===== config.mk =====
export PLATFORM = sky130hd
export DESIGN_NAME = reload_up_counter_irq_with_bank_flat
export DESIGN_NICKNAME = d
export VERILOG_FILES = /design/src/rucic_pkg.sv /design/src/rucic_ifs.sv /design/src/rucic_in_stage.sv /design/src/rucic_core.sv /design/src/rucic_out_stage.sv /design/src/reload_up_counter_irq_with_bank.sv /design/src/flat_wrapper.sv
export SDC_FILE = /design/constraint.sdc
export NUM_CORES = 1
export LEC_CHECK = 0
export ABC_AREA = 1
export BUFFER_PORTS_ARGS = -buffer_cell sky130_fd_sc_hd__buf_2
export CORE_MARGIN = 3
export CORE_UTILIZATION = 63
export DETAILED_ROUTE_END_ITERATION = 12
export GPL_TIMING_DRIVEN = 0
export PLACE_DENSITY = 0.92
export RECOVER_POWER = 25
export SLEW_MARGIN = 20
export SYNTH_ARGS = -nofsm -noshare
export SYNTH_HDL_FRONTEND = slang
export SYNTH_SLANG_ARGS = --single-unit

===== constraint.sdc =====
create_clock -name clk -period 4.25 [get_ports clk]
set_input_delay 0.425 -clock clk [delete_from_list [all_inputs] [get_ports clk]]
set_output_delay 0.425 -clock clk [all_outputs]
set_load 0.02 [all_outputs]

===== src/rucic_pkg.sv =====
// Package with the item types, address decodes and field widths of the IRQ counter.
package rucic_pkg;

  localparam int unsigned NibbleW  = 4;
  localparam int unsigned DataW    = 8;
  localparam int unsigned CountW   = 16;
  localparam int unsigned BankW    = 8;

  typedef enum logic {
    KIND_WRITE = 1'b0,
    KIND_TICK  = 1'b1
  } kind_t;

  localparam logic [NibbleW-1:0] ADDR_RELOAD0 = 4'h8;
  localparam logic [NibbleW-1:0] ADDR_RELOAD1 = 4'h9;
  localparam logic [NibbleW-1:0] ADDR_RELOAD2 = 4'hA;
  localparam logic [NibbleW-1:0] ADDR_RELOAD3 = 4'hB;
  localparam logic [NibbleW-1:0] ADDR_CONTROL = 4'hC;
  localparam logic [NibbleW-1:0] ADDR_ACK     = 4'hD;
  localparam logic [NibbleW-1:0] ADDR_BANK    = 4'hF;

  typedef struct packed {
    logic               kind;
    logic [NibbleW-1:0] addr_nibble;
    logic [DataW-1:0]   wdata;
  } item_t;

  typedef struct packed {
    logic              irq;
    logic [BankW-1:0]  prg_bank;
    logic [CountW-1:0] count_value;
  } result_t;

  typedef struct packed {
    logic  valid;
    item_t item;
  } slot_t;

endpackage


===== src/rucic_ifs.sv =====
// Valid/ready channel interfaces for the input words and the result words.
interface rucic_in_if;
  logic                              valid;
  logic                              ready;
  logic                              kind;
  logic [rucic_pkg::NibbleW-1:0]     addr_nibble;
  logic [rucic_pkg::DataW-1:0]       wdata;

  modport source (output valid, output kind, output addr_nibble, output wdata, input ready);
  modport sink   (input valid, input kind, input addr_nibble, input wdata, output ready);
endinterface

interface rucic_out_if;
  logic                              valid;
  logic                              ready;
  logic                              irq;
  logic [rucic_pkg::BankW-1:0]       prg_bank;
  logic [rucic_pkg::CountW-1:0]      count_value;

  modport source (output valid, output irq, output prg_bank, output count_value, input ready);
  modport sink   (input valid, input irq, input prg_bank, input count_value, output ready);
endinterface


===== src/rucic_in_stage.sv =====
// Input register that holds one accepted word until the core consumes it.
module rucic_in_stage (
  input  logic                 clk,
  input  logic                 rst_n,
  rucic_in_if.sink             in_ch,
  input  logic                 take,
  output rucic_pkg::slot_t     slot
);

  logic              valid_r;
  logic              valid_nxt;
  rucic_pkg::item_t  item_r;

  assign in_ch.ready = !valid_r || take;
  assign valid_nxt   = in_ch.valid || (valid_r && !take);

  always_ff @(posedge clk) begin
    if (!rst_n) begin
      valid_r <= 1'b0;
    end else if (in_ch.ready) begin
      valid_r <= valid_nxt;
    end
  end

  always_ff @(posedge clk) begin
    if (in_ch.valid && in_ch.ready) begin
      item_r.kind        <= in_ch.kind;
      item_r.addr_nibble <= in_ch.addr_nibble;
      item_r.wdata       <= in_ch.wdata;
    end
  end

  assign slot.valid = valid_r;
  assign slot.item  = item_r;

endmodule


===== src/rucic_core.sv =====
// Counter, reload latch, control bits and bank register with their next-state logic.
module rucic_core (
  input  logic                 clk,
  input  logic                 rst_n,
  input  logic                 step,
  input  rucic_pkg::item_t     item,
  output rucic_pkg::result_t   result
);

  logic [rucic_pkg::CountW-1:0] latch_r, latch_nxt;
  logic [rucic_pkg::CountW-1:0] counter_r, counter_nxt;
  logic                         mode8_r, mode8_nxt;
  logic                         enable_r, enable_nxt;
  logic                         ack_enable_r, ack_enable_nxt;
  logic [rucic_pkg::BankW-1:0]  bank_r, bank_nxt;
  logic                         irq_r, irq_nxt;

  always_comb begin
    latch_nxt      = latch_r;
    counter_nxt    = counter_r;
    mode8_nxt      = mode8_r;
    enable_nxt     = enable_r;
    ack_enable_nxt = ack_enable_r;
    bank_nxt       = bank_r;
    irq_nxt        = irq_r;
    if (item.kind == rucic_pkg::KIND_TICK) begin
      if (enable_r) begin
        if (mode8_r) begin
          if (counter_r[7:0] == 8'hFF) begin
            counter_nxt = {counter_r[15:8], latch_r[7:0]};
            irq_nxt     = 1'b1;
          end else begin
            counter_nxt = {counter_r[15:8], counter_r[7:0] + 8'd1};
          end
        end else begin
          if (counter_r == 16'hFFFF) begin
            counter_nxt = latch_r;
            irq_nxt     = 1'b1;
          end else begin
            counter_nxt = counter_r + 16'd1;
          end
        end
      end
    end else begin
      case (item.addr_nibble)
        rucic_pkg::ADDR_RELOAD0: latch_nxt[3:0]   = item.wdata[3:0];
        rucic_pkg::ADDR_RELOAD1: latch_nxt[7:4]   = item.wdata[3:0];
        rucic_pkg::ADDR_RELOAD2: latch_nxt[11:8]  = item.wdata[3:0];
        rucic_pkg::ADDR_RELOAD3: latch_nxt[15:12] = item.wdata[3:0];
        rucic_pkg::ADDR_CONTROL: begin
          mode8_nxt      = item.wdata[2];
          enable_nxt     = item.wdata[1];
          ack_enable_nxt = item.wdata[0];
          if (item.wdata[1]) begin
            counter_nxt = latch_r;
          end
          irq_nxt = 1'b0;
        end
        rucic_pkg::ADDR_ACK: begin
          irq_nxt    = 1'b0;
          enable_nxt = ack_enable_r;
        end
        rucic_pkg::ADDR_BANK: bank_nxt = item.wdata;
        default: ;
      endcase
    end
  end

  always_ff @(posedge clk) begin
    if (!rst_n) begin
      latch_r      <= '0;
      counter_r    <= '0;
      mode8_r      <= 1'b0;
      enable_r     <= 1'b0;
      ack_enable_r <= 1'b0;
      bank_r       <= '0;
      irq_r        <= 1'b0;
    end else if (step) begin
      latch_r      <= latch_nxt;
      counter_r    <= counter_nxt;
      mode8_r      <= mode8_nxt;
      enable_r     <= enable_nxt;
      ack_enable_r <= ack_enable_nxt;
      bank_r       <= bank_nxt;
      irq_r        <= irq_nxt;
    end
  end

  assign result.irq         = irq_nxt;
  assign result.prg_bank    = bank_nxt;
  assign result.count_value = counter_nxt;

endmodule


===== src/rucic_out_stage.sv =====
// Result register that holds one word until the receiver takes it.
module rucic_out_stage (
  input  logic                 clk,
  input  logic                 rst_n,
  input  logic                 pending,
  input  rucic_pkg::result_t   result,
  output logic                 take,
  rucic_out_if.source          out_ch
);

  logic                valid_r;
  logic                valid_nxt;
  rucic_pkg::result_t  result_r;

  assign take      = pending && (!valid_r || out_ch.ready);
  assign valid_nxt = take || (valid_r && !out_ch.ready);

  always_ff @(posedge clk) begin
    if (!rst_n) begin
      valid_r <= 1'b0;
    end else begin
      valid_r <= valid_nxt;
    end
  end

  always_ff @(posedge clk) begin
    if (take) begin
      result_r <= result;
    end
  end

  assign out_ch.valid       = valid_r;
  assign out_ch.irq         = result_r.irq;
  assign out_ch.prg_bank    = result_r.prg_bank;
  assign out_ch.count_value = result_r.count_value;

endmodule


===== src/reload_up_counter_irq_with_bank.sv =====
// Top level of the reloading up-counter with interrupt and program bank register.
//
// Each input word is either a CPU bus write (kind 0, decoded by address bits 15..12)
// or one CPU cycle tick (kind 1). Every input word gives exactly one result word
// carrying the interrupt line level, the program bank and the counter value after
// that word has been applied.
//
// An accepted word is captured in the input register. Once the output register can
// take a result, the word is applied to the counter state and its result word is
// captured, at the same edge, in the output register that drives the result channel.
// The update is combinational: while results are taken, one word is accepted per cycle.
//
// When the receiver stalls, the result word holds in the output register and the
// input register still takes one more word; after that in_ch.ready falls until the
// result is taken. No word is dropped or repeated.
//
// A synchronous, active-low reset clears the counter, the reload latch, the control
// bits, the bank register and the interrupt, and empties both registers.
module reload_up_counter_irq_with_bank (
  input  logic        clk,
  input  logic        rst_n,
  rucic_in_if.sink    in_ch,
  rucic_out_if.source out_ch
);

  rucic_pkg::slot_t    slot;
  rucic_pkg::result_t  result;
  logic                take;

  rucic_in_stage u_in_stage (
    .clk   (clk),
    .rst_n (rst_n),
    .in_ch (in_ch),
    .take  (take),
    .slot  (slot)
  );

  rucic_core u_core (
    .clk    (clk),
    .rst_n  (rst_n),
    .step   (take),
    .item   (slot.item),
    .result (result)
  );

  rucic_out_stage u_out_stage (
    .clk     (clk),
    .rst_n   (rst_n),
    .pending (slot.valid),
    .result  (result),
    .take    (take),
    .out_ch  (out_ch)
  );

endmodule

===== src/flat_wrapper.sv =====
// flat-port wrapper written by rule: the top's interface ports become plain ports
module reload_up_counter_irq_with_bank_flat 
  (clk, rst_n, in_ch_valid, in_ch_kind, in_ch_addr_nibble, in_ch_wdata, in_ch_ready, out_ch_valid, out_ch_irq, out_ch_prg_bank, out_ch_count_value, out_ch_ready);
  rucic_in_if in_ch_i ();
  rucic_out_if out_ch_i ();
  input  logic clk;
  input  logic rst_n;
  input wire logic [$bits(in_ch_i.valid)-1:0] in_ch_valid;
  input wire logic [$bits(in_ch_i.kind)-1:0] in_ch_kind;
  input wire logic [$bits(in_ch_i.addr_nibble)-1:0] in_ch_addr_nibble;
  input wire logic [$bits(in_ch_i.wdata)-1:0] in_ch_wdata;
  output wire logic [$bits(in_ch_i.ready)-1:0] in_ch_ready;
  output wire logic [$bits(out_ch_i.valid)-1:0] out_ch_valid;
  output wire logic [$bits(out_ch_i.irq)-1:0] out_ch_irq;
  output wire logic [$bits(out_ch_i.prg_bank)-1:0] out_ch_prg_bank;
  output wire logic [$bits(out_ch_i.count_value)-1:0] out_ch_count_value;
  input wire logic [$bits(out_ch_i.ready)-1:0] out_ch_ready;
  assign in_ch_i.valid = in_ch_valid;
  assign in_ch_i.kind = in_ch_kind;
  assign in_ch_i.addr_nibble = in_ch_addr_nibble;
  assign in_ch_i.wdata = in_ch_wdata;
  assign in_ch_ready = in_ch_i.ready;
  assign out_ch_valid = out_ch_i.valid;
  assign out_ch_irq = out_ch_i.irq;
  assign out_ch_prg_bank = out_ch_i.prg_bank;
  assign out_ch_count_value = out_ch_i.count_value;
  assign out_ch_i.ready = out_ch_ready;
  reload_up_counter_irq_with_bank u_core (.clk(clk), .rst_n(rst_n), .in_ch(in_ch_i), .out_ch(out_ch_i));
endmodule

Word level (Yosys, flattened, before mapping)
Cells that the tools add are included.
Storage, ports and cells
  word-level logic and storage cells: 66
  flip-flop bits (word level): 84
  ROM bits: 0
  output and inout port bits: 27
  memories: 0
  bits in latches: 0
  bits in writable memories: 0
  input port bits: 17
Operators by class
  multipliers: 0
  multiplexer cells: 16
  reductions and logical operators: 20
  magnitude comparators: 0
  div/mod/pow operators: 0
  equality and inequality tests: 9
  $add $sub $neg: 2
  bitwise operators: 1
  shift-type cells: 0
Operators by type and width (number)
  16-bit two-way mux: 6
  4-bit == test (second input constant): 7
  8-bit two-way mux: 3
  3-bit AND reduction: 6
  16-bit by 1-bit adder with 16-bit output (second input constant): 1
  16-bit == test (second input constant): 1
  8-bit by 1-bit adder with 8-bit output (second input constant): 1
  8-bit == test (second input constant): 1
  1-bit two-way mux: 6
  1-bit logical AND: 4
  1-bit zero test: 4
  1-bit logical OR: 4
  1-bit case mux with 2 select lines: 1
  2-bit nonzero test: 1
  2-bit OR reduction: 1
  1-bit inverter: 1

Logic depth before layout (Yosys ltp)
Gate-level depths: netlist of the first run.
  word-level depth: 6
  gate-level depth with buffers: 14
  mapped depth without buffers: 14

By module
A second synthesis of the first run with hierarchy kept.
Second synthesis, totals
  cell total of the unflattened synthesis: 529
  area, all modules: 4249.1 sq um
By module, submodules not included
  rucic_core: area each 2997.9 sq um, sequential area each 880.8 sq um, times used 1, cells each 476
  rucic_out_stage: area each 802.0 sq um, sequential area each 770.7 sq um, times used 1, cells each 32
  rucic_in_stage: area each 449.2 sq um, sequential area each 410.4 sq um, times used 1, cells each 21

Worst setup path before layout of the first run
OpenSTA, ideal clock, no wires.
  kind: input to register
  from: input out_ch_ready
  to: register u_core.u_out_stage.result_r (netlist bit u_core.u_out_stage.out_ch.count_value[0]), enable pin
  required time: 3877 ps
  library setup time: 373 ps
  stages on the path: 5
  arrival: 1258 ps
  setup slack: 2618 ps
  path buffers: 1
  cells stage by stage: inv_1 > nand2_1 > nand2_1 > clkinv_1 > buf_2
Between the ends
  word-level cells in the longest chain between the ends: 2
RTL lines
  from (decl): RTL line flat_wrapper.sv:17  | input wire logic [$bits(out_ch_i.ready)-1:0] out_ch_ready;
  1-bit logical OR: RTL line rucic_out_stage.sv:15  | assign take = pending && (!valid_r || out_ch.ready);
  1-bit logical AND: RTL line rucic_out_stage.sv:15
  named net u_core.take: RTL line reload_up_counter_irq_with_bank.sv:28  | logic take;
  to (signal assigned): RTL line rucic_out_stage.sv:28  | result_r <= result;
  to (decl): RTL line rucic_out_stage.sv:13  | rucic_pkg::result_t result_r;
The timed path passes the listed nets, and every way through them passes these cells.
A chain may end at the register's enable or synchronous reset.

Final worst setup path of the first run
  from: register u_core.u_out_stage.valid_r, in the netlist u_core.u_out_stage.out_ch.valid
  to: register u_core.u_core.counter_r[8] (netlist name)
Between the ends
  word-level cells in the longest chain between the ends: 3
RTL lines
  from (decl): RTL line rucic_out_stage.sv:11  | logic valid_r;
  from (signal assigned): RTL line rucic_out_stage.sv:22  | valid_r <= valid_nxt;
  1-bit zero test: RTL line rucic_out_stage.sv:15
  1-bit logical OR: RTL line rucic_out_stage.sv:15
  1-bit logical AND: RTL line rucic_out_stage.sv:15
  named net u_core.take: RTL line reload_up_counter_irq_with_bank.sv:28
  to (signal assigned): RTL line rucic_core.sv:80  | counter_r <= counter_nxt;
  to (decl): RTL line rucic_core.sv:11  | logic [rucic_pkg::CountW-1:0] counter_r, counter_nxt;
The timed path passes the listed nets, and every way through them passes these cells.

==> flow_metrics.py, run 1 <==
metrics = {
    "clocking": {
        "clk_path_buf_depth": 2,
        "cts-resized-gates": 0,
        "cts_tree": "built",
        "clockRootBuffer": "clkbuf_8",
        "clock_latency_ns": 0.37,
        "postCtsSetupBuffers": 0,
        "path_clk_slew_ns": 0.09,
        "cts_inserted_buffers": 9,
        "h-tree-depth": 3,
        "cts.sinks": 84,
        "hold_buffers": 0,
    },
    "timing": {
        "hold_viol_final": 0,
        "setup_viol": 0,
        "whs_ns": 0.229,
        "finalCritPeriodShare_pct": 47.0,
        "setup_tns_ns": 0,
        "slew_headroom_pct": 45.5,
        "setup_ws_ns": 2.25,
        "fin_skew_ns": 0.0114,
        "max_freq_mhz": 501,
        "rsz0062_at_grt": "no",
        "final_max_slew_viol_count": 0,
        "tightest_slew_ns": 0.818,
        "fin_crit_ns": 2.00,
    },
    "synthesis": {
        "ys_top_cells_by_count": "nand2_1 (107), inv_1 (80), a21oi_1 (68)",
        "yosysMostFrequentCell": "nand2_1",
        "ys_warn_count": 0,
        "async_reset_ff_share_pct": 0,
        "synth_top_area_cell": "edfxtp_1",
        "synth.area.top_cells": "edfxtp_1 (27%), dfxtp_1 (22%), nand2_1 (9.6%)",
        "avgSynthCellArea_um2": 7.98,
        "ys_ff_latch": 84,
        "synth_edf_count": 38,
        "synth_cell_types": 35,
        "synth_top_area_share_pct": 27.1,
        "syn-cell-area_um2": 4200,
        "yosysSeqAreaShare_pct": 49.0,
        "synth_nets": 545,
        "postSynthCellCount": 527,
        "synth_ff_type": "dfxtp_1",
    },
    "global_routing": {
        "antenna_found_initial": 0,
        "grt_pass1_wl_um": 17700,
        "overflow": 0,
        "grt_max_degree": 35,
        "grt_pass1_vias": 3749,
        "grt.total_usage_pct": 29.8,
    },
    "cells_and_area": {
        "nNetsFinal": 599,
        "design_area_um2": 4710,
        "antenna_cells": 0,
        "num-fill-cells": 489,
        "stdcell_count": 663,
        "multi_input_area_um2": 1740,
        "area_delta_synth_final_pct": 12.0,
        "fin_util_pct": 73.3,
        "regArea_um2": 2060,
        "drive_above_1_share_pct": 13.1,
    },
    "power_and_ir_drop": {
        "power_density_nw_per_um2": 361,
        "finalPower_mw": 1.70,
        "swShare_pct": 27.6,
        "p_comb_share_pct": 10.9,
        "internal_power_mw": 1.23,
        "clkPwrFrac_pct": 34.9,
        "p_switching_mw": 0.468,
        "seqPwrFrac_pct": 54.1,
        "cellLeakagePower_nw": 2.12,
        "irDropWorstVdd_v": 0.000273,
    },
    "critical_path": {
        "crit_path_start_kind": "register",
        "path_cells": "nand2_1 > nand2_1 > clkinv_1 > buf_2 > nand3_1 > nand2_1 > inv_1",
        "slowest_delay_ns": 0.70,
        "cp_max_fo": 34,
        "required_ns": 4.51,
        "reg2reg_from": "u_core.u_out_stage.out_ch.valid",
        "rrSetupSlack_ns": 2.25,
        "critical_path_class": "reg -> reg",
        "reg2reg_to": "u_core.u_core.counter_r[8]",
        "crit_arrival_ns": 2.26,
        "cp_common_cell": "nand2_1",
        "cp_slowest_cell": "buf_2",
        "worstRegToRegCells": 7,
        "cp-end-kind": "register",
    },
    "route": {
        "drc": 0,
        "drt_pass1_iterations": 5,
        "via_per_inst": 5.82,
        "route.final.wire_length_um": 10600,
        "antenna_left": 0,
        "drt_iter0_drc": 372,
        "wl_per_cell_um": 16.0,
        "vias": 3858,
    },
    "placed_design": {
        "portBuffers": 43,
        "place_congestion": 1.02,
        "place_area_um2": 4520,
        "preCtsSetupSlack_ns": 2.11,
        "placedCellCount": 647,
        "dpl.hpwl_um": 7280,
    },
    "hold_path": {
        "holdPathStages": 1,
        "hold-path-endpoint": "u_core.u_in_stage.slot[2]",
        "holdCritPathClass": "in -> reg",
        "worstHoldStart": "in_ch_wdata[2]",
    },
    "floorplan": {
        "initial_core_util_pct": 65.5,
        "rows": 29,
        "dieArea_um2": 7690,
        "ioPinCount": 44,
        "fp.dieW_um": 87.7,
        "die_y_um": 87.7,
        "core-area_um2": 6420,
    },
    "run": {
        "cap_violations": 0,
    },
    "run_status": {
        "outcome": "finished clean",
    },
}
==> cells in the final DEF (no fill, tap or decap), drive strengths merged, types with 31 or more instances in the layout <==
cell type,count
a21oi,69
nand2,115
nand3,37
dfxtp,46
inv,87
edfxtp,38
o21ai,52
buf,36
nor2,43
clkbuf,31
==> registers in the layout, indices dropped and copies added, names as in the netlist <==
signal                                 count
u_core.u_in_stage.slot                    13
u_core.u_out_stage.out_ch.count_value     16
u_core.u_out_stage.out_ch.prg_bank         8
u_core.u_core.irq_r                        1
u_core.u_core.bank_r                       8
u_core.u_out_stage.out_ch.irq              1
u_core.u_core.ack_enable_r                 1
u_core.u_core.latch_r                     16
u_core.u_core.enable_r                     1
u_core.u_core.mode8_r                      1
u_core.u_in_stage.valid_r                  1
u_core.u_core.counter_r                   16
u_core.u_out_stage.out_ch.valid            1
==> power groups by stage <==
stage | registers, mW | clock network [mW] | logic, mW
6_report | 0.920 | 0.593 | 0.186
5_1_grt | 0.924 | 0.625 | 0.208
4_1_cts | 0.918 | 0.601 | 0.185
3_5_place_dp | 0.936 | 0 | 0.183
3_3_place_gp | 0.935 | 0 | 0.174
2_1_floorplan | 0.947 | 0 | 0.112
==> final cells by class <==
class | instances | share of cell area (%)
Buffer | 15 | 1.67
Clock buffer | 9 | 2.63
Clock inverter | 7 | 1.78
Inverter | 85 | 6.78
Multi-Input combinational cell | 343 | 37.1
Sequential cell | 84 | 43.8
Tap cell | 77 | 2.05
Timing Repair Buffer | 43 | 4.23
==> worst max-delay path by stage <==
| stage | from | to | slack [ns] | depth (start not counted) |
|---|---|---|---|---|
| after floorplan | out_ch_ready | u_core.u_out_stage.out_ch.count_value[0] | 2.62 | 5 |
| after global placement | out_ch_ready | u_core.u_core.counter_r[14] | 2.19 | 9 |
| after detailed placement | out_ch_ready | u_core.u_out_stage.out_ch.count_value[9] | 2.11 | 6 |
| after CTS | u_core.u_out_stage.out_ch.valid | u_core.u_core.counter_r[8] | 2.26 | 7 |
| after global routing | u_core.u_out_stage.out_ch.valid | u_core.u_core.counter_r[8] | 2.10 | 7 |
| final | u_core.u_out_stage.out_ch.valid | u_core.u_core.counter_r[8] | 2.25 | 7 |
==> routing by layer <==
layer / global-route usage [%] / wire length [µm] / share of wire, % / vias to the layer above
li1: - / - / - / 1850
met1: 36.2 / 4310 / 41 / 1776
met2: 50.4 / 5070 / 48 / 193
met3: 8.00 / 881 / 8.3 / 39
met4: 12.1 / 327 / 3.1 / 0
met5: 0 / 0 / 0 / -
==> cell families (layout without fill, tap and decap cells) <==
group	after synthesis	after routing	share of synthesized area, %
AND/OR/NAND/NOR	203	203	22.5
AO/OA/AOI/OAI	135	135	17.8
buffers and inverters	100	159	9.46
flip-flops	84	84	49.0
XOR/XNOR	4	4	0.833
adder cells (fa/ha/maj)	1	1	0.298
==> critical path, delay by kind of cell, from the launching register on <==
kind          cells  cell delay, ns
buf+inv           3            1.01
flops             1            0.33
simple gates      4            0.52
Note: power is estimated with default switching activity, not from simulation.
==> run 2, diff against run 1 <==
--- a/config.mk
+++ b/config.mk
@@ -8,10 +8,10 @@
 export ABC_AREA = 1
 export BUFFER_PORTS_ARGS = -buffer_cell sky130_fd_sc_hd__buf_2
 export CORE_MARGIN = 3
-export CORE_UTILIZATION = 63
+export CORE_UTILIZATION = 59
 export DETAILED_ROUTE_END_ITERATION = 12
 export GPL_TIMING_DRIVEN = 0
-export PLACE_DENSITY = 0.92
+export PLACE_DENSITY = 0.87
 export RECOVER_POWER = 25
 export SLEW_MARGIN = 20
 export SYNTH_ARGS = -nofsm -noshare
==> constraint.sdc (replaced) <==
create_clock -name clk -period 1.93 [get_ports clk]
set_input_delay 0.193 -clock clk [delete_from_list [all_inputs] [get_ports clk]]
set_output_delay 0.193 -clock clk [all_outputs]
set_load 0.02 [all_outputs]
==> run 2 against run 1 <==
Effect of this change: clock skew shrank 0.0015 ns; combinational power grew 140%; clock-buffer cell count is the same; routed wire length grew 5.6%; sequential share of layout area shrank 2.3 points; clock power grew 150%; non-clock buffer count grew 22; power grew 130%; cell count grew 6.3%; core utilization shrank 0.78 points; die area grew 6.3%; critical path depth grew 5; critical endpoint is now u_core.u_core.counter_r[2]; largest cell class unchanged.
==> flow_metrics.py, run 2 (synthesis gave the netlist of run 1 again) <==
metrics = {
    "critical_path": {
        "path_cells": "ha_4 > nand2_2 > nor2_4 > nand2_4 > buf_4 > a21oi_2 > nand2_1 > o21ai_0 > nand2_1 > nand2_1 > o21ai_1 > inv_1",
        "path_buf_inv": 2,
        "crit_path_start_kind": "register",
        "cp_slowest_cell": "dfxtp_4",
        "required_ns": 2.26,
        "cp_common_cell": "nand2_1",
        "cp_max_fo": 7,
        "slowest_delay_ns": 0.38,
        "crit_arrival_ns": 2.15,
        "critPathTopFamily": "simple AND/OR/NAND/NOR gates",
        "startpoint": "u_core.u_core.counter_r[0]",
        "reg2reg_from": "u_core.u_core.counter_r[0]",
        "critical_path_class": "reg -> reg",
        "cp-end-kind": "register",
    },
    "power_and_ir_drop": {
        "irDropWorstVdd_v": 0.000673,
        "power_density_nw_per_um2": 790,
        "cellLeakagePower_nw": 2.19,
        "finalPower_mw": 3.93,
    },
    "clocking": {
        "clk_path_buf_depth": 2,
        "clock_latency_ns": 0.38,
        "path_clk_slew_ns": 0.09,
        "cts.sinks": 84,
        "clockRootBuffer": "clkbuf_8",
        "cts_inserted_buffers": 9,
        "h-tree-depth": 3,
        "cts_tree": "built",
    },
    "timing": {
        "tightest_slew_ns": 0.636,
        "hold_viol_final": 0,
        "max_freq_mhz": 550,
        "setup_viol": 0,
        "finalCritPeriodShare_pct": 94.3,
        "slew_headroom_pct": 57.6,
        "fin_crit_ns": 1.82,
        "setup_ws_ns": 0.111,
        "final_max_slew_viol_count": 0,
        "fin_skew_ns": 0.00988,
    },
    "global_routing": {
        "grt.total_usage_pct": 28.1,
        "antenna_found_initial": 0,
        "grt_pass1_wl_um": 18300,
        "grt_max_degree": 35,
        "overflow": 0,
        "grt_pass1_vias": 3838,
    },
    "floorplan": {
        "initial_core_util_pct": 61.2,
        "fp.dieW_um": 90.4,
        "core-area_um2": 6870,
        "ioPinCount": 44,
        "dieArea_um2": 8170,
        "die_y_um": 90.4,
        "rows": 30,
    },
    "cells_and_area": {
        "drive_above_1_share_pct": 14.0,
        "area_delta_synth_final_pct": 18.5,
        "nNetsFinal": 622,
        "final_cell_mix": "nand2_1 (106), inv_1 (81), a21oi_1 (68)",
        "antenna_cells": 0,
        "num-fill-cells": 509,
        "final_common_cell": "nand2_1",
    },
    "hold_path": {
        "worstHoldStart": "in_ch_valid",
        "holdCritPathClass": "in -> reg",
    },
    "route": {
        "drc": 0,
        "drt_iter0_drc": 313,
        "antenna_left": 0,
        "vias": 3907,
        "route.final.wire_length_um": 11200,
        "drt_pass1_iterations": 6,
        "wl_per_cell_um": 15.9,
        "via_per_inst": 5.54,
    },
    "run_status": {
        "outcome": "finished clean",
    },
    "placed_design": {
        "dpl.hpwl_um": 7150,
        "preCtsSetupSlack_ns": 0.0157,
        "place_congestion": 0.964,
        "portBuffers": 43,
    },
    "run": {
        "cap_violations": 0,
    },
}
==> run 2: metrics by stage <==
step | cell area [µm²] | utilization, % | TNS [ns] | cells | hold WS (ns)
after floorplan | 4200 | - | 0 | 527 | 0.292
after global placement | 4540 | 66.1 | 0 | 666 | 0.369
after detailed placement | 4540 | 66.1 | 0 | 666 | 0.371
after CTS | 4900 | 71.3 | 0 | 695 | 0.0635
after global routing | 4980 | 72.5 | -0.0372 | 705 | 0.0939
final | 4980 | 72.5 | 0 | 705 | 0.0824
==> run 2: path summary, 6_finish.rpt <==
kind | to | depth (start not counted) | slack (ns)
max | u_core.u_core.counter_r[2] | 12 | 0.11
min | u_core.u_in_stage.valid_r | 3 | 0.08
max reg2reg | u_core.u_core.counter_r[2] | 12 | 0.11
min reg2reg | u_core.u_core.latch_r[4] | 2 | 0.47
==> run 2: cell type report <==
class / count / area (µm²) / area share, %
Multi-Input combinational cell: 344 / 1780 / 35.6
Tap cell: 96 / 120 / 2.41
Buffer: 15 / 81.3 / 1.63
Sequential cell: 84 / 2070 / 41.5
Timing Repair Buffer: 65 / 385 / 7.74
Clock buffer: 9 / 124 / 2.49
Clock inverter: 7 / 105 / 2.11
Inverter: 85 / 323 / 6.48
==> run 2: worst reg2reg max path: stages, from the launching register on <==
cell	delay, ns
dfxtp_4	0.38
ha_4	0.15
nand2_2	0.09
nor2_4	0.18
nand2_4	0.13
buf_4	0.17
a21oi_2	0.18
nand2_1	0.08
o21ai_0	0.10
nand2_1	0.09
nand2_1	0.10
o21ai_1	0.07
inv_1	0.07
==> run 2: power by group <==
| group | internal, mW | switching (mW) | total [mW] |
|---|---|---|---|
| sequential | 1.96 | 0.0652 | 2.02 |
| clock | 0.751 | 0.713 | 1.46 |
| combinational | 0.153 | 0.291 | 0.445 |
| total | 2.86 | 1.07 | 3.93 |
==> run 2: repair_timing <==
action                                  in CTS  in global routing
endpoints found under the hold margin       13                  0
buffers inserted                             0                  9
gates resized for setup                      1                 11
hold buffers                                13                  0
endpoints found under the setup margin       1                 27
pin swaps                                    0                  5
gates cloned                                 0                  1
==> run 2: metal layers <==
layer / track usage [%] / up-vias / share of wire, %
met2: 46.9 / 183 / 48
met3: 5.08 / 36 / 8.5
li1: - / 1900 / -
met5: 0 / - / 0
met1: 35.2 / 1788 / 41
met4: 13.9 / 0 / 2.9
==> run 3, diff against run 2 <==
--- a/config.mk
+++ b/config.mk
@@ -5,13 +5,13 @@
 export SDC_FILE = /design/constraint.sdc
 export NUM_CORES = 1
 export LEC_CHECK = 0
-export ABC_AREA = 1
+export ABC_AREA = 0
 export BUFFER_PORTS_ARGS = -buffer_cell sky130_fd_sc_hd__buf_2
 export CORE_MARGIN = 3
-export CORE_UTILIZATION = 59
+export CORE_UTILIZATION = 58
 export DETAILED_ROUTE_END_ITERATION = 12
 export GPL_TIMING_DRIVEN = 0
-export PLACE_DENSITY = 0.87
+export PLACE_DENSITY = 0.86
 export RECOVER_POWER = 25
 export SLEW_MARGIN = 20
 export SYNTH_ARGS = -nofsm -noshare
==> run 3 against run 2 <==
Effect of this change: register-to-register slack got worse by 0.08 ns; synthesized cell count decreased by 25%; highest routed layer unchanged; critical path type unchanged; sequential power decreased by 2%; sequential share of layout area increased by 1.4 points; final area decreased by 2.7%; critical endpoint is now u_core.u_out_stage.out_ch.count_value[14]; die area decreased by 3.4%.
==> flow_metrics.py, run 3 <==
metrics = {
    "run_status": {
        "outcome": "finished clean",
    },
    "cells_and_area": {
        "multi_input_area_um2": 1950,
        "regArea_um2": 2080,
        "drive_above_1_share_pct": 25.8,
        "final_common_cell": "nand2_1",
        "area_delta_synth_final_pct": 21.7,
        "final_cell_mix": "nand2_1 (40), nor2_1 (39), edfxtp_1 (38)",
        "nNetsFinal": 491,
        "num-fill-cells": 443,
        "antenna_cells": 0,
    },
    "global_routing": {
        "overflow": 0,
        "antenna_found_initial": 0,
        "grt.total_usage_pct": 29.2,
        "grt_pass1_wl_um": 17300,
        "grt_pass1_vias": 3412,
        "grt_max_degree": 35,
    },
    "placed_design": {
        "dpl.hpwl_um": 7390,
        "place_congestion": 1.00,
        "preCtsSetupSlack_ns": -0.556,
        "portBuffers": 42,
    },
    "floorplan": {
        "fp.dieW_um": 88.9,
        "dieArea_um2": 7900,
        "initial_core_util_pct": 61.3,
        "core-area_um2": 6490,
        "die_y_um": 88.9,
        "rows": 29,
        "ioPinCount": 44,
    },
    "timing": {
        "setup_tns_ns": 0,
        "tightest_slew_ns": 0.557,
        "setup_ws_ns": 0.0263,
        "rsz0062_at_grt": "yes",
        "hold_viol_final": 0,
        "final_max_slew_viol_count": 0,
        "setup_viol": 0,
        "fin_skew_ns": 0.0162,
        "slew_headroom_pct": 62.9,
        "max_freq_mhz": 525,
        "fin_crit_ns": 1.90,
        "finalCritPeriodShare_pct": 98.6,
    },
    "clocking": {
        "path_clk_slew_ns": 0.09,
        "clk_path_buf_depth": 2,
        "cts_inserted_buffers": 9,
        "cts.sinks": 84,
        "cts_tree": "built",
        "clockRootBuffer": "clkbuf_8",
        "clock_latency_ns": 0.37,
        "h-tree-depth": 3,
    },
    "synthesis": {
        "synth_nets": 415,
        "synth_top_area_share_pct": 28.7,
        "synth_edf_count": 38,
        "ys_top_cells_by_count": "dfxtp_1 (46), nand2_1 (43), nor2_1 (42)",
        "yosysMostFrequentCell": "dfxtp_1",
        "syn-cell-area_um2": 3980,
        "ys_ff_latch": 84,
        "postSynthCellCount": 397,
        "synth_cell_types": 60,
        "synth.area.top_cells": "edfxtp_1 (29%), dfxtp_1 (23%), mux2i_1 (5.0%)",
        "async_reset_ff_share_pct": 0,
        "avgSynthCellArea_um2": 10.0,
        "synth_top_area_cell": "edfxtp_1",
        "ys_warn_count": 0,
        "yosysSeqAreaShare_pct": 51.8,
        "synth_ff_type": "dfxtp_1",
    },
    "critical_path": {
        "rrSetupSlack_ns": 0.03,
        "cp_slowest_cell": "or4b_4",
        "cp_max_fo": 5,
        "cp-end-kind": "register",
        "critical_path_class": "reg -> reg",
        "slowest_delay_ns": 0.50,
        "path_buf_inv": 0,
        "path_cells": "nand2_1 > nor4_4 > or4b_4 > a22oi_2 > nor2_1",
        "reg2reg_to": "u_core.u_out_stage.out_ch.count_value[14]",
        "crit_arrival_ns": 2.01,
        "critPathTopFamily": "simple AND/OR/NAND/NOR gates",
        "required_ns": 2.03,
        "crit_path_start_kind": "register",
        "worstRegToRegCells": 5,
        "reg2reg_from": "u_core.u_core.counter_r[12]",
    },
    "route": {
        "wl_per_cell_um": 20.1,
        "drc": 0,
        "drt_pass1_iterations": 6,
        "via_per_inst": 6.54,
        "route.final.wire_length_um": 11100,
        "drt_iter0_drc": 431,
        "vias": 3623,
        "antenna_left": 0,
    },
    "hold_path": {
        "holdPathStages": 1,
        "worstHoldStart": "in_ch_wdata[0]",
        "holdCritPathClass": "in -> reg",
        "hold-path-endpoint": "u_core.u_in_stage.slot[0]",
    },
    "power_and_ir_drop": {
        "irDropWorstVdd_v": 0.000614,
        "power_density_nw_per_um2": 715,
        "cellLeakagePower_nw": 1.86,
    },
    "run": {
        "cap_violations": 0,
    },
}
-- run 3: power breakdown --
| part | total, mW | switching (mW) | internal [mW] |
|---|---|---|---|
| clock | 1.17 | 0.671 | 0.498 |
| sequential | 1.97 | 0.0518 | 1.92 |
| combinational | 0.324 | 0.204 | 0.120 |
-- run 3: routing by layer --
layer | vias up | part of all wire (%) | GRT usage (%)
met1 | 1709 | 41 | 38.2
li1 | 1654 | - | -
met4 | 0 | 2.5 | 13.9
met5 | - | 0 | 0
met2 | 225 | 47 | 45.2
met3 | 35 | 9.2 | 7.54
-- run 3: cell type report --
type,instances,share of cell area (%)
Sequential cell,84,42.9
Tap cell,77,1.99
Buffer,21,2.99
Clock buffer,10,2.84
Timing Repair Buffer,65,7.77
Multi-Input combinational cell,285,40.2
Inverter,7,0.542
Clock inverter,5,0.749
-- run 3: worst max-delay path by stage --
stage,slack [ns],end,cells after the start,from
2_1_floorplan,0.03,u_core.u_out_stage.out_ch.count_value[14],6,u_core.u_core.counter_r[1]
3_3_place_gp,-0.55,u_core.u_out_stage.out_ch.count_value[15],6,u_core.u_in_stage.slot[12]
3_5_place_dp,-0.56,u_core.u_out_stage.out_ch.count_value[10],5,u_core.u_in_stage.slot[9]
4_1_cts,-0.009,u_core.u_core.bank_r[2],6,u_core.u_in_stage.slot[12]
5_1_grt,-0.04,u_core.u_out_stage.out_ch.count_value[13],7,u_core.u_core.counter_r[0]
6_report,0.03,u_core.u_out_stage.out_ch.count_value[14],5,u_core.u_core.counter_r[12]
-- run 3: cell families after synthesis --
| group | count (synthesis) | synth area share [%] |
|---|---|---|
| flip-flops | 84 | 51.8 |
| multiplexers | 31 | 8.14 |
| AO/OA/AOI/OAI | 95 | 16.8 |
| buffers and inverters | 29 | 2.89 |
| AND/OR/NAND/NOR | 157 | 20.1 |
| adder cells (fa/ha/maj) | 1 | 0.314 |
-- run 3: repair_timing --
action                                 in CTS  in global routing
pin swaps                                   7                  5
endpoints found under the hold margin       1                  5
setup buffers                               9                  8
gates cloned                                0                  1
setup endpoints to repair                  63                 76
gates resized for setup                    35                 38
hold buffers                                1                  5
-- run 3: per-stage QoR --
stage               util (%)  instance area, µm²  std cells  power (mW)  hold WS, ns
floorplan                  -                3990        397        2.18        0.292
global placement        66.1                4290        516        2.28        0.369
detailed placement      66.1                4290        516        2.29        0.371
CTS                     71.9                4670        540        3.42      0.00150
global route            74.6                4850        554        3.58      0.00224
finish                  74.6                4850        554        3.47      0.00604
